$ cat config.mk
export PLATFORM = sky130hd
export DESIGN_NAME = overflow_chunk_slot_allocator_top
export DESIGN_NICKNAME = d
export VERILOG_FILES = /design/src/sv/ocsa_pkg.sv /design/src/sv/overflow_chunk_slot_allocator_top.sv
export SDC_FILE = /design/constraint.sdc
export NUM_CORES = 1
export LEC_CHECK = 0
export ABC_CLOCK_PERIOD_IN_PS = 15710
export BUFFER_PORTS_ARGS = -buffer_cell sky130_fd_sc_hd__buf_2
export CORE_MARGIN = 4
export CORE_UTILIZATION = 55
export CTS_CLUSTER_SIZE = 14
export DETAILED_ROUTE_END_ITERATION = 8
export GPL_ROUTABILITY_DRIVEN = 0
export MAX_ROUTING_LAYER = met4
export PLACE_DENSITY = 0.74
export SLEW_MARGIN = 25
export SYNTH_ARGS = -nofsm -noshare
export SYNTH_HDL_FRONTEND = slang
export SYNTH_SLANG_ARGS = --single-unit
$ cat constraint.sdc
create_clock -name clk_i -period 15.71 [get_ports clk_i]
set_input_delay 3.142 -clock clk_i [delete_from_list [all_inputs] [get_ports clk_i]]
set_output_delay 3.142 -clock clk_i [all_outputs]
set_load 0.01 [all_outputs]
$ cat src/sv/ocsa_pkg.sv
// Shared constants, codes and types of the overflow chunk slot allocator.
`default_nettype none
package ocsa_pkg;

  localparam int SLOTS = 16;
  localparam int PAGE_BYTES = 4096;
  localparam int HEADER_BYTES = 96;

  localparam int SlotW = (SLOTS > 1) ? $clog2(SLOTS) : 1;
  localparam int CntW = $clog2(SLOTS + 1);
  localparam int MaxBytes = (PAGE_BYTES > HEADER_BYTES) ? PAGE_BYTES : HEADER_BYTES;
  localparam int ByteW = $clog2(MaxBytes + 1);
  localparam int SizeW = 13;
  localparam int FieldW = 13;
  localparam int SumW = ((ByteW > SizeW) ? ByteW : SizeW) + 1;
  localparam int FreeReset = (PAGE_BYTES > HEADER_BYTES) ? PAGE_BYTES - HEADER_BYTES : 0;

  localparam int InDataW = 24;
  localparam int OutDataW = 48;

  localparam logic [1:0] CMD_ALLOC = 2'd0;
  localparam logic [1:0] CMD_READ = 2'd1;
  localparam logic [1:0] CMD_VACUUM = 2'd2;

  localparam logic [1:0] STS_OK = 2'd0;
  localparam logic [1:0] STS_NO_SPACE = 2'd1;
  localparam logic [1:0] STS_RANGE = 2'd2;
  localparam logic [1:0] STS_UNUSED = 2'd3;

  typedef struct packed {
    logic [FieldW-1:0] old_offset;
    logic [FieldW-1:0] length;
    logic [FieldW-1:0] offset;
    logic [3:0]        slot;
    logic [1:0]        status;
  } res_t;

  function automatic logic [3:0] slot_field(input logic [SlotW-1:0] s);
    logic [7:0] wide;
    wide = 8'(s);
    return wide[3:0];
  endfunction

endpackage
`default_nettype wire

$ cat src/sv/overflow_chunk_slot_allocator_top.sv
// Top level of the overflow chunk slot allocator: slot table, sequencer and result register.
//
//  Channel | Dir | Handshake            | Payload
//  s_axis  | in  | tvalid / tready      | tdata: cmd, chunk_size, slot_index
//  m_axis  | out | tvalid / tready      | tdata: status, slot, offset, length, old_offset; tlast
//
// In allocate, one shared adder and a slot pointer walk the used marks one slot per cycle; vacuum
// walks them one slot per cycle through the same adder, holding on a used slot while the result
// register is full and not taken, and then hands over the summary transaction.
// A new command is accepted only in the idle state; a finished result may still wait downstream.
// The sequencer holds whenever it has a result to hand over and a full result register stalls.
// Reset is asynchronous and needs no clearing pass; offsets and lengths are written before use.
`default_nettype none
module overflow_chunk_slot_allocator_top (
  input  wire logic                          clk_i,
  input  wire logic                          rst_ni,
  input  wire logic                          s_axis_tvalid_i,
  output logic                               s_axis_tready_o,
  // [1:0] cmd, [14:2] chunk_size, [22:15] slot_index, [23] zero
  input  wire logic [ocsa_pkg::InDataW-1:0]  s_axis_tdata_i,
  output logic                               m_axis_tvalid_o,
  input  wire logic                          m_axis_tready_i,
  // [1:0] status, [5:2] slot, [18:6] offset, [31:19] length, [44:32] old_offset, [47:45] zero
  output logic [ocsa_pkg::OutDataW-1:0]      m_axis_tdata_o,
  output logic                               m_axis_tlast_o
);
  import ocsa_pkg::*;

  typedef enum logic [2:0] {
    S_IDLE,
    S_ERR,
    S_SCAN,
    S_READ,
    S_VAC,
    S_SUM
  } state_e;

  localparam logic [SlotW-1:0] LastSlot = SlotW'(SLOTS - 1);

  state_e               state_q, state_d;
  logic [SlotW-1:0]     cnt_q, cnt_d;
  logic [SLOTS-1:0]     used_q, used_d;
  logic [ByteW-1:0]     bump_q, bump_d;
  logic [ByteW-1:0]     free_q, free_d;
  logic [ByteW-1:0]     pay_q, pay_d;
  logic [CntW-1:0]      ucnt_q, ucnt_d;
  logic [CntW-1:0]      fcnt_q, fcnt_d;
  logic                 oval_q, oval_d;
  logic                 olast_q, olast_d;

  logic [1:0]           cmd_q, cmd_d;
  logic [SizeW-1:0]     size_q, size_d;
  logic [7:0]           idx_q, idx_d;
  logic [ByteW-1:0]     next_q, next_d;
  logic [CntW-1:0]      vused_q, vused_d;
  res_t                 res_q, res_d;

  logic [ByteW-1:0]     slot_off_q [SLOTS];
  logic [ByteW-1:0]     slot_len_q [SLOTS];

  logic [1:0]           in_cmd;
  logic [SizeW-1:0]     in_size;
  logic [7:0]           in_idx;
  logic [SlotW-1:0]     rd_addr;
  logic [ByteW-1:0]     rd_off;
  logic [ByteW-1:0]     rd_len;
  logic [SumW-1:0]      op_a;
  logic [SumW-1:0]      op_b;
  logic [SumW-1:0]      sum;
  logic                 can_emit;
  logic                 off_we;
  logic                 len_we;
  logic [ByteW-1:0]     wr_off;
  logic [ByteW-1:0]     wr_len;
  logic                 rd_bad;

  assign in_cmd  = s_axis_tdata_i[1:0];
  assign in_size = s_axis_tdata_i[14:2];
  assign in_idx  = s_axis_tdata_i[22:15];

  assign rd_addr = (state_q == S_READ) ? SlotW'(idx_q) : cnt_q;
  assign rd_off  = slot_off_q[rd_addr];
  assign rd_len  = slot_len_q[rd_addr];
  assign rd_bad  = idx_q >= 8'(SLOTS);

  assign op_a = (state_q == S_SCAN) ? SumW'(bump_q) : SumW'(next_q);
  assign op_b = (state_q == S_SCAN) ? SumW'(size_q) : SumW'(rd_len);
  assign sum  = op_a + op_b;

  assign can_emit = !oval_q || m_axis_tready_i;

  always_comb begin
    state_d = state_q;
    cnt_d   = cnt_q;
    used_d  = used_q;
    bump_d  = bump_q;
    free_d  = free_q;
    pay_d   = pay_q;
    ucnt_d  = ucnt_q;
    fcnt_d  = fcnt_q;
    cmd_d   = cmd_q;
    size_d  = size_q;
    idx_d   = idx_q;
    next_d  = next_q;
    vused_d = vused_q;
    res_d   = res_q;
    olast_d = olast_q;
    oval_d  = oval_q && !m_axis_tready_i;
    off_we  = 1'b0;
    len_we  = 1'b0;
    wr_off  = rd_off;
    wr_len  = rd_len;

    unique case (state_q)
      S_IDLE: begin
        if (s_axis_tvalid_i) begin
          cmd_d   = in_cmd;
          size_d  = in_size;
          idx_d   = in_idx;
          cnt_d   = '0;
          next_d  = ByteW'(HEADER_BYTES);
          vused_d = '0;
          case (in_cmd)
            CMD_ALLOC: begin
              if ((SumW'(in_size) > SumW'(free_q)) || (ucnt_q >= CntW'(SLOTS))) begin
                state_d = S_ERR;
              end else begin
                state_d = S_SCAN;
              end
            end
            CMD_READ:   state_d = S_READ;
            CMD_VACUUM: state_d = S_VAC;
            default:    state_d = S_IDLE;
          endcase
        end
      end
      S_ERR: begin
        if (can_emit) begin
          res_d         = '0;
          res_d.status  = STS_NO_SPACE;
          olast_d       = 1'b1;
          oval_d        = 1'b1;
          state_d       = S_IDLE;
        end
      end
      S_SCAN: begin
        if (!used_q[cnt_q]) begin
          if (can_emit) begin
            res_d   = '0;
            olast_d = 1'b1;
            oval_d  = 1'b1;
            state_d = S_IDLE;
            if (sum > SumW'(PAGE_BYTES)) begin
              res_d.status = STS_NO_SPACE;
            end else begin
              used_d[cnt_q] = 1'b1;
              off_we        = 1'b1;
              len_we        = 1'b1;
              wr_off        = bump_q;
              wr_len        = ByteW'(size_q);
              bump_d        = ByteW'(sum);
              free_d        = ByteW'(SumW'(free_q) - SumW'(size_q));
              pay_d         = ByteW'(SumW'(pay_q) + SumW'(size_q));
              ucnt_d        = ucnt_q + CntW'(1);
              fcnt_d        = (fcnt_q != '0) ? fcnt_q - CntW'(1) : '0;
              res_d.status  = STS_OK;
              res_d.slot    = slot_field(cnt_q);
              res_d.offset  = FieldW'(bump_q);
              res_d.length  = FieldW'(size_q);
            end
          end
        end else if (cnt_q == LastSlot) begin
          state_d = S_ERR;
        end else begin
          cnt_d = cnt_q + SlotW'(1);
        end
      end
      S_READ: begin
        if (can_emit) begin
          res_d   = '0;
          olast_d = 1'b1;
          oval_d  = 1'b1;
          state_d = S_IDLE;
          if (rd_bad) begin
            res_d.status = STS_RANGE;
          end else if (!used_q[rd_addr]) begin
            res_d.status = STS_UNUSED;
          end else begin
            res_d.status = STS_OK;
            res_d.slot   = slot_field(rd_addr);
            res_d.offset = FieldW'(rd_off);
            res_d.length = FieldW'(rd_len);
          end
        end
      end
      S_VAC: begin
        if (!used_q[cnt_q] || can_emit) begin
          if (used_q[cnt_q]) begin
            off_we           = 1'b1;
            wr_off           = next_q;
            next_d           = ByteW'(sum);
            vused_d          = vused_q + CntW'(1);
            res_d.status     = STS_OK;
            res_d.slot       = slot_field(cnt_q);
            res_d.offset     = FieldW'(next_q);
            res_d.length     = FieldW'(rd_len);
            res_d.old_offset = FieldW'(rd_off);
            olast_d          = 1'b0;
            oval_d           = 1'b1;
          end
          if (cnt_q == LastSlot) begin
            state_d = S_SUM;
          end else begin
            cnt_d = cnt_q + SlotW'(1);
          end
        end
      end
      S_SUM: begin
        if (can_emit) begin
          bump_d       = next_q;
          free_d       = (SumW'(next_q) < SumW'(PAGE_BYTES))
                         ? ByteW'(SumW'(PAGE_BYTES) - SumW'(next_q)) : '0;
          pay_d        = ByteW'(SumW'(next_q) - SumW'(HEADER_BYTES));
          ucnt_d       = vused_q;
          fcnt_d       = CntW'(SLOTS) - vused_q;
          res_d        = '0;
          res_d.status = STS_OK;
          res_d.offset = FieldW'(next_q);
          res_d.length = FieldW'(SumW'(next_q) - SumW'(HEADER_BYTES));
          olast_d      = 1'b1;
          oval_d       = 1'b1;
          state_d      = S_IDLE;
        end
      end
      default: state_d = S_IDLE;
    endcase
  end

  always_ff @(posedge clk_i or negedge rst_ni) begin
    if (!rst_ni) begin
      state_q <= S_IDLE;
      cnt_q   <= '0;
      used_q  <= '0;
      bump_q  <= ByteW'(HEADER_BYTES);
      free_q  <= ByteW'(FreeReset);
      pay_q   <= '0;
      ucnt_q  <= '0;
      fcnt_q  <= CntW'(SLOTS);
      oval_q  <= 1'b0;
    end else begin
      state_q <= state_d;
      cnt_q   <= cnt_d;
      used_q  <= used_d;
      bump_q  <= bump_d;
      free_q  <= free_d;
      pay_q   <= pay_d;
      ucnt_q  <= ucnt_d;
      fcnt_q  <= fcnt_d;
      oval_q  <= oval_d;
    end
  end

  always_ff @(posedge clk_i) begin
    cmd_q   <= cmd_d;
    size_q  <= size_d;
    idx_q   <= idx_d;
    next_q  <= next_d;
    vused_q <= vused_d;
    res_q   <= res_d;
    olast_q <= olast_d;
    if (off_we) begin
      slot_off_q[cnt_q] <= wr_off;
    end
    if (len_we) begin
      slot_len_q[cnt_q] <= wr_len;
    end
  end

  assign s_axis_tready_o = (state_q == S_IDLE);
  assign m_axis_tvalid_o = oval_q;
  assign m_axis_tdata_o  = OutDataW'(res_q);
  assign m_axis_tlast_o  = olast_q;

endmodule
`default_nettype wire

==> results, run 1 <==
- The run finished with clean final reports.
- During synthesis, Yosys emitted a total of 0 warnings.
- The routed wire length per instance is roughly 25 microns.
- On the critical path, the stage with the largest delay is an instance of sky130_fd_sc_hd__and3_1.
- The total core area is 0.0445 sq mm.
- The cell sitting at the root of the clock tree is a sky130_fd_sc_hd__clkbuf_16.
- The number of global-route vias before repair was between 10,000 and 15,000.
- Combinational logic burns 38.9% of the power.
- The die covers 0.0488 sq mm.
- The minimum hold slack is between 0.4 and 0.5 ns.
- The H-tree was split into 2 levels.
- In this run the worst hold path is classified as flip-flop to flip-flop.
- For this design the static power due to leakage is about 10 nW.
- The count of pins over their slew limit came to 0.
- The half-perimeter wire length after detailed placement is around 38,000 microns.
- The endpoint class of the critical path is a flip-flop.
- The routed layout has 15,000 vias.
- The critical path in this run is classified as flip-flop to flip-flop.
- Max-cap violations in this run came to 0.
- Counting distinct cell types in the post-synthesis netlist gives 73.
- The longest clock path from root to sink contains 3 buffers.
- Compared with the post-synthesis result, the final layout area differs by 11.2%.
- The cell class contributing the biggest share of worst-path delay is simple AND/OR/NAND/NOR gates.
- The number of antenna violations at the first check in global routing is 0.
- The number of placement rows is 77.
- The post-synthesis async set-or-reset flop share is approximately a tenth.
- The wire length of the first global-routing pass is a little over 90,000 microns.
- The net count of the finished layout is between 1,500 and 2,000.
- Counting every sink on the clock net gives ~560.
- The number of antenna diodes in the final layout is 0.
- The number of buffers created by CTS is 53.
- The combined area of all synthesized cells is around 0.025 sq mm.
- Counting flops with a built-in enable in the synthesized netlist gives 501.
- VDD sags by at most 0.000164 V.
- In this run, the number of DRC markers left after iteration 0 of detailed routing was 1,916.
- The clock share of power is a little over a fifth.
- Fill cells in the final layout number between 3,000 and 4,000.
- The most used flip-flop cell after synthesis is sky130_fd_sc_hd__edfxtp_1.
- The arrival time at the worst endpoint is 8.95 ns.
- Derived from the worst setup path, the maximum achievable clock frequency is 114 MHz.
- Power spread over the standard cell area amounts to between 200 and 250 mW/mm^2.
- In the routed design, unresolved DRC markers number 0.
- Summing the sequential cell areas from Yosys gives 65.9% of the chip area.
- The final number of hold-violating endpoints is 0.
- For this design, the CTS-stage hold fixing added 0 buffers.
- Wires add up to around 59,000 microns.
- The most common cell type on the critical path is sky130_fd_sc_hd__buf_4.
- Per report_power, the sequential group accounts for between 30% and 40% of the total.
- Summed over all nets, the switching power comes to 2.22 mW.
- The post-CTS clock slew at the launch and capture registers of the worst setup and hold paths is 0.06 ns.
- The die is 221 microns tall.
- Setup repair after global routing left no endpoint under its margin.
- The peak per-stage delay on the critical path is approximately 0.90 ns.
- The category of the worst setup path launch point is a flip-flop.
- The switching share of power is 37.0%.
- The final setup violation count is 0.
- Cell internal power was estimated by the tool at ~3.8 mW.
- The die is roughly 220 microns wide.
- The post-route netlist has 20.0% of its cells at a drive strength greater than 1.
- The signal on the critical path passes through nand3b_1, mux2i_4, buf_4, buf_4, mux4_2, and2_1, a211oi_1, a31oi_1, nand2_1, o21ai_1, ha_1, o21ai_1, a21oi_2, o311a_1, a211oi_2, nand4b_1, or4_1, a21oi_4, buf_4, and3_1.
- Using the TritonRoute via totals, the vias-per-cell ratio works out to 6.36.
- For this run the aggregate overflow at the end of global routing stands at 0.
- The critical path data required time is roughly 16 ns.
- The first-pass detailed-route iteration total is 6.
- The global router's overall resource usage is about a quarter.
- Dividing the final minimum period by the clock period gives about 56%.
- The initial core utilization is a little under three fifths.
- Synthesis produced a netlist whose cell count is 1,650.
- In this run the remaining antenna-violating nets after routing total 0.
- The port buffer count is between 70 and 80.
- The final-layout setup total negative slack is 0 ns.
- The worst slew margin relative to its limit is 32.0%.
- The average footprint of a synthesized cell is ~15 sq um.
- At the pin with the least slew margin, the transition time is 0.999 ns.
- The total design power is approximately 6.0 mW.
- For the final database, setup skew stands at around 0.025 ns.
- The post-CTS repair timing setup buffer count is 0.
- The final core area utilization is roughly 62%.
- Along the worst path, the maximum fanout reaches 60.
- The maximum number of pins on one net before global-route repair is 61.
- The number of placed I/O pins is between 70 and 80.
- After synthesis the netlist holds a flip-flop and latch count of between 500 and 600.
- The CTS tree is done.
- Together, buffers and inverters on the worst path number 3.
- In this run, post-CTS repair resized a total of 0 instances.
- The clock insertion delay at the later pin of the skew report is 0.60 ns.
- The smallest clock period supported by the final layout is computed as 8.74 ns.
-- cells in the final DEF (no fill, tap or decap), types with 8 or more instances in the layout --
master / n
sky130_fd_sc_hd__a22oi_1: 18
sky130_fd_sc_hd__clkbuf_1: 16
sky130_fd_sc_hd__or3_1: 11
sky130_fd_sc_hd__buf_4: 36
sky130_fd_sc_hd__ha_1: 47
sky130_fd_sc_hd__nand3_1: 18
sky130_fd_sc_hd__nor2_1: 85
sky130_fd_sc_hd__mux4_2: 112
sky130_fd_sc_hd__a211oi_1: 32
sky130_fd_sc_hd__dfstp_2: 8
sky130_fd_sc_hd__nor3_1: 31
sky130_fd_sc_hd__o21ai_1: 9
sky130_fd_sc_hd__nand2_1: 184
sky130_fd_sc_hd__xnor2_1: 18
sky130_fd_sc_hd__mux2_2: 13
sky130_fd_sc_hd__xor2_1: 17
sky130_fd_sc_hd__inv_1: 45
sky130_fd_sc_hd__nand2b_1: 12
sky130_fd_sc_hd__and2_1: 36
sky130_fd_sc_hd__clkbuf_16: 55
sky130_fd_sc_hd__mux2i_1: 11
sky130_fd_sc_hd__o21a_1: 10
sky130_fd_sc_hd__clkbuf_8: 10
sky130_fd_sc_hd__o21bai_1: 10
sky130_fd_sc_hd__a31oi_1: 33
sky130_fd_sc_hd__buf_2: 75
sky130_fd_sc_hd__and3_1: 22
sky130_fd_sc_hd__a21oi_1: 43
sky130_fd_sc_hd__o21ai_0: 30
sky130_fd_sc_hd__dfrtp_1: 47
sky130_fd_sc_hd__mux2_1: 8
sky130_fd_sc_hd__edfxtp_1: 501
sky130_fd_sc_hd__a221o_1: 20
sky130_fd_sc_hd__nor2b_1: 14
-- worst reg2reg max path, delay by kind of cell (launching register included) --
kind	cells	cell delay (ns)
AOI/OAI and AO/OA	8	1.76
adders and majority gates	1	0.39
buffers and inverters	3	1.88
DFF	1	0.60
muxes	2	0.95
and+or+nand+nor	6	2.75
-- worst paths after layout --
check                                        from                          end  cells after the start  slack [ns]
max reg2reg                state_q[0]$_DFFE_PN0P_  slot_len_q[15][7]$_DFFE_PP_                     20        6.97
min in group asynchronous                  rst_ni    m_axis_tvalid_o$_DFF_PN0_                      2        2.70
min reg2reg                 used_q[1]$_DFFE_PN0P_        used_q[1]$_DFFE_PN0P_                      1        0.49
min                         used_q[1]$_DFFE_PN0P_        used_q[1]$_DFFE_PN0P_                      1        0.49
max                        state_q[0]$_DFFE_PN0P_  slot_len_q[15][7]$_DFFE_PP_                     20        6.97
max in group asynchronous                  rst_ni       used_q[10]$_DFFE_PN0P_                      2       12.47
-- cell usage after synthesis, types with 20 or more instances --
cell type                    n  share of area, %
sky130_fd_sc_hd__nor2_1     86               1.3
sky130_fd_sc_hd__a31oi_1    33              0.83
sky130_fd_sc_hd__and3_1     22              0.55
sky130_fd_sc_hd__clkbuf_1   54              0.81
sky130_fd_sc_hd__mux4_2    112                10
sky130_fd_sc_hd__a21oi_1    45              0.90
sky130_fd_sc_hd__o21ai_0    30              0.60
sky130_fd_sc_hd__nor3_1     34              0.68
sky130_fd_sc_hd__a221o_1    20              0.80
sky130_fd_sc_hd__a211oi_1   32              0.96
sky130_fd_sc_hd__ha_1       47               2.4
sky130_fd_sc_hd__inv_1      45              0.68
sky130_fd_sc_hd__dfrtp_1    47               4.7
sky130_fd_sc_hd__and2_1     37              0.93
sky130_fd_sc_hd__nand2_1   184               2.8
sky130_fd_sc_hd__edfxtp_1  501                60
-- through the flow --
stage                     instances  cell area (sq um)  setup WS [ns]
final                          2354              27700           6.97
after detailed placement       2254              25900           7.08
after floorplan                1652              24900           9.19
after global placement         2253              25900           7.17
after CTS                      2354              27700           6.89
after global routing           2354              27700           6.46
-- layer usage --
| metal | vias up | part of all wire [%] | track usage (%) |
|---|---|---|---|
| met1 | 7532 | 40 | 34.5 |
| met2 | 797 | 46 | 36.3 |
| li1 | 6521 | - | - |
| met4 | 0 | 4.9 | 10.2 |
| met3 | 123 | 9.1 | 4.41 |
| met5 | - | 0 | - |
-- area by class of cell --
cell class | instances | area [sq um] | share of cell area, %
clock buffer | 81 | 1570 | 5.68
clock inverter | 19 | 241 | 0.871
inverter | 45 | 169 | 0.609
multi-input combinational | 950 | 7930 | 28.6
sequential | 556 | 16400 | 59.3
tap | 592 | 741 | 2.67
timing repair buffer | 111 | 646 | 2.33
-- cell families (layout without fill, tap and decap cells) --
| logic type | Yosys count | in the layout | share of synthesized area, % |
|---|---|---|---|
| buffers and inverters | 146 | 256 | 2.75 |
| DFF | 556 | 556 | 65.9 |
| xor gates and xnor gates | 35 | 35 | 1.23 |
| other | 1 | 3 | 0.0150 |
| muxes | 148 | 148 | 11.7 |
| adders and majority gates | 49 | 49 | 2.52 |
| and+or+nand+nor | 454 | 454 | 8.55 |
| AOI/OAI and AO/OA | 261 | 261 | 7.27 |
-- sequential cells by signal, indices dropped and copies added (netlist names) --
register	cells
m_axis_tvalid_o	1
cnt_q	4
bump_q	13
used_q	16
size_q	13
slot_off_q	208
next_q	13
state_q	3
free_q	13
vused_q	5
m_axis_tlast_o	1
slot_len_q	208
idx_q	8
ucnt_q	5
m_axis_tdata_o	45
-- power groups by stage --
stage | sequential [mW] | combinational [mW] | clock, mW
CTS | 2.34 | 2.30 | 1.33
floorplan | 2.29 | 1.65 | 0
finish | 2.34 | 2.33 | 1.31
global placement | 2.36 | 2.19 | 0
global route | 2.36 | 2.54 | 1.40
detailed placement | 2.37 | 2.28 | 0
Power figures use the tool's default switching activity.
==> run 2, diff against run 1 <==
--- a/config.mk
+++ b/config.mk
@@ -5,7 +5,7 @@
 export SDC_FILE = /design/constraint.sdc
 export NUM_CORES = 1
 export LEC_CHECK = 0
-export ABC_CLOCK_PERIOD_IN_PS = 15710
+export ABC_CLOCK_PERIOD_IN_PS = 7000
 export BUFFER_PORTS_ARGS = -buffer_cell sky130_fd_sc_hd__buf_2
 export CORE_MARGIN = 4
 export CORE_UTILIZATION = 55
@@ -13,7 +13,7 @@
 export DETAILED_ROUTE_END_ITERATION = 8
 export GPL_ROUTABILITY_DRIVEN = 0
 export MAX_ROUTING_LAYER = met4
-export PLACE_DENSITY = 0.74
+export PLACE_DENSITY = 0.77
 export SLEW_MARGIN = 25
 export SYNTH_ARGS = -nofsm -noshare
 export SYNTH_HDL_FRONTEND = slang
==> constraint.sdc (replaced) <==
create_clock -name clk_i -period 7 [get_ports clk_i]
set_input_delay 1.4 -clock clk_i [delete_from_list [all_inputs] [get_ports clk_i]]
set_output_delay 1.4 -clock clk_i [all_outputs]
set_load 0.01 [all_outputs]
==> results, run 2 (synthesis gave the netlist of run 1 again) <==
- The number of antenna violations at the first check in global routing is 0 (unchanged).
- The initial core utilization came to 56.0% (unchanged).
- The total design power is 13.7 mW (+130%).
- TritonCTS built the clock tree.
- The y dimension of the die is 221 microns (unchanged).
- The total core area is 0.0445 sq mm (unchanged).
- The final core area utilization came to 63.3% (+0.99 points).
- The number of sinks driven by the clock tree was 556 (unchanged).
- The maximum fanout along the worst path is 36 (-40%).
- The total inserted antenna cells came to 0 (unchanged).
- The number of placement rows is 77 (unchanged).
- The endpoint class of the critical path is a flip-flop.
- The number of DRC violations after detailed-routing iteration 0 is 1,912 (-0.21%).
- Compared with the post-synthesis result, the final layout area differs by 13.0%.
- The final number of hold-violating endpoints is 0 (unchanged).
- The DRC violation count after routing is 0 (unchanged).
- The remaining global-route overflow is 0 (unchanged).
- The final setup skew is 0.0383 ns (+0.0130 ns).
- The wire length of the first global-routing pass is 94,900 microns (+4.8%).
- The minimum hold slack is 0.492 ns (+0.000799 ns).
- The fraction of final layout cells sized beyond drive strength 1 was 21.9% (+1.9 points).
- The overall via count from detail_route is 15,500 (+3.3%).
- The maximum number of pins on one net before global-route repair is 56 (-8.2%).
- The floorplan die area is 0.0488 sq mm (unchanged).
- The routed wire length was 62,100 microns (+5.4%).
- The port buffer count was 74 (unchanged).
- The final setup violation count is 0 (unchanged).
- The portion of the clock cycle consumed by the worst path in the final layout is 96.7% (+41 points).
- The setup slack of the worst register-to-register path is 0.23 ns (-6.74 ns).
- The top cell types in the final layout, fill and taps aside, are sky130_fd_sc_hd__edfxtp_1 (501), sky130_fd_sc_hd__nand2_1 (184), sky130_fd_sc_hd__mux4_2 (112), sky130_fd_sc_hd__nor2_1 (85), sky130_fd_sc_hd__buf_4 (76).
- The half-perimeter wire length after detailed placement is 39,600 microns (+4.9%).
- The arrival time at the worst endpoint came to 7.04 ns (-1.91 ns).
- The peak ir drop on the vdd network came to 0.000372 V (+130%).
- The routed wire length per instance is 25.9 microns (+3.4%).
- The count of H-tree levels built during CTS came to 2 (unchanged).
- Setup repair after global routing left no endpoint under its margin.
- The final worst-path setup slack was 0.234 ns (-6.74 ns).
- The global router's overall resource usage was 25.8% (+1.2 points).
- The final instance area is 0.0282 sq mm (+1.6%).
- The category of the critical setup timing path is flip-flop to flip-flop.
- The number of global-route vias before repair is 15,400 (+4.0%).
- The net count reported at finish is 1,838 (+2.5%).
- The worst slew margin relative to its limit is 26.1% (-5.9 points).
- The maximum clock rate is 148 MHz (+29%).
- Leaving out fill and tap cells, the most frequent cell in the layout is sky130_fd_sc_hd__edfxtp_1.
- The power per standard cell area is 487 mW/mm^2 (+130%).
- The category of the worst setup path launch point is a flip-flop.
- The number of non-filler instances in the completed layout was 2,399 (+1.9%).
- CTS placed an instance of sky130_fd_sc_hd__clkbuf_16 at the clock tree root.
- The remaining antenna violation count after routing is 0 (unchanged).
- The post-CTS clock slew at the launch and capture registers of the worst setup and hold paths is 0.06 ns (about the same).
- The maximum buffer depth of the clock tree came to 3 (unchanged).
- The class of the worst hold path is flip-flop to flip-flop.
- The minimum setup slack after placement is 0.0406 ns (-7.04 ns).
- The leakage power total came to 10.2 nW (+2.7%).
- The flow ran to the end, and the final reports show no timing, DRC or antenna violations.
- The die outline width is 221 microns (unchanged).
- The area after detailed placement came to 0.0262 sq mm (+1.2%).
- The transition time at the pin with the least slew margin is 1.09 ns (+0.0955 ns).
- The clock insertion delay at the later pin of the skew report is 0.63 ns (+0.03 ns).
- The critical path data required time is 7.28 ns (-8.64 ns).
- The first-pass detailed-route iteration total is 5 (-1).
- The time the final worst path needs with I/O delays and setup is 6.77 ns (-1.97 ns).
- The placed instance count came to 2,294 (+1.8%).
- The number of maximum-capacitance constraint violations is 0 (unchanged).
- The number of buffers created by CTS is 54 (+1.9%).
- The final-layout setup total negative slack is 0 ns (unchanged).
- The count of pins over their slew limit is 0 (unchanged).
- The number of placed I/O pins is 79 (unchanged).
- The via density per instance is 6.44 (+1.3%).
[run 2: cell types whose count changed in the layout (fill, tap and decap cells not counted), sizes merged]
cell	previous run	this run
buf	111	154
bufinv	5	7
clkbuf	81	76
clkinv	10	16
inv	48	47
[run 2: worst paths after layout]
kind                            cells past startpoint                   start                          end
worst max register to register                     20  state_q[2]$_DFFE_PN0P_  slot_len_q[14][2]$_DFFE_PP_
min in group asynchronous                           2                  rst_ni        ucnt_q[0]$_DFFE_PN0P_
max in group asynchronous                           2                  rst_ni        used_q[9]$_DFFE_PN0P_
worst max-delay path                               20  state_q[2]$_DFFE_PN0P_  slot_len_q[14][2]$_DFFE_PP_
worst min-delay path                                1   used_q[0]$_DFFE_PN0P_        used_q[0]$_DFFE_PN0P_
worst min register to register                      1   used_q[0]$_DFFE_PN0P_        used_q[0]$_DFFE_PN0P_
[run 2: worst max-delay path: stages (launching register included)]
cell and delay [ns]:
sky130_fd_sc_hd__dfrtp_1 0.51, sky130_fd_sc_hd__nand3b_1 0.34, sky130_fd_sc_hd__mux2i_4 0.32, sky130_fd_sc_hd__buf_12 0.16, sky130_fd_sc_hd__buf_4 0.14, sky130_fd_sc_hd__mux4_2 0.49, sky130_fd_sc_hd__and2_1 0.18, sky130_fd_sc_hd__a211oi_1 0.41
sky130_fd_sc_hd__a31oi_1 0.21, sky130_fd_sc_hd__nand2_1 0.12, sky130_fd_sc_hd__o21ai_1 0.12, sky130_fd_sc_hd__ha_1 0.35, sky130_fd_sc_hd__a211oi_2 0.32, sky130_fd_sc_hd__o21bai_1 0.15, sky130_fd_sc_hd__o31a_1 0.26, sky130_fd_sc_hd__a211oi_1 0.42
sky130_fd_sc_hd__nand3_1 0.11, sky130_fd_sc_hd__or4_1 0.57, sky130_fd_sc_hd__a21oi_4 0.26, sky130_fd_sc_hd__buf_6 0.36, sky130_fd_sc_hd__mux2_1 0.61
[run 2: where the power goes]
group	switching (mW)	internal, mW	leakage, nW	total (mW)
sequential	0.392	4.84	5.23	5.24
combinational	3.45	1.95	4.01	5.40
clock	1.28	1.79	0.925	3.07
total	5.12	8.59	10.2	13.7
[run 2: cell type report]
class / instances / area [sq um]
multi-input cells: 950 / 7910
well taps: 592 / 741
clock inverters: 26 / 383
clock buffers: 76 / 1520
inverters: 45 / 169
flip-flops and latches: 556 / 16400
repair buffers: 154 / 1010
fillers: 3024 / 16300
[run 2: timing repair]
item | 4_1_cts | 5_1_grt
setup endpoints to repair | 17 | 217
hold buffers | 0 | 0
buffers inserted | 3 | 0
resized for setup | 0 | 2
[run 2: metal layers]
metal | routed length [microns] | GRT usage, % | share of wire [%]
met1 | 24000 | 35.1 | 39
met2 | 29500 | 39.4 | 48
met3 | 5660 | 4.35 | 9.1
met4 | 2970 | 10.7 | 4.8
met5 | 0 | - | 0
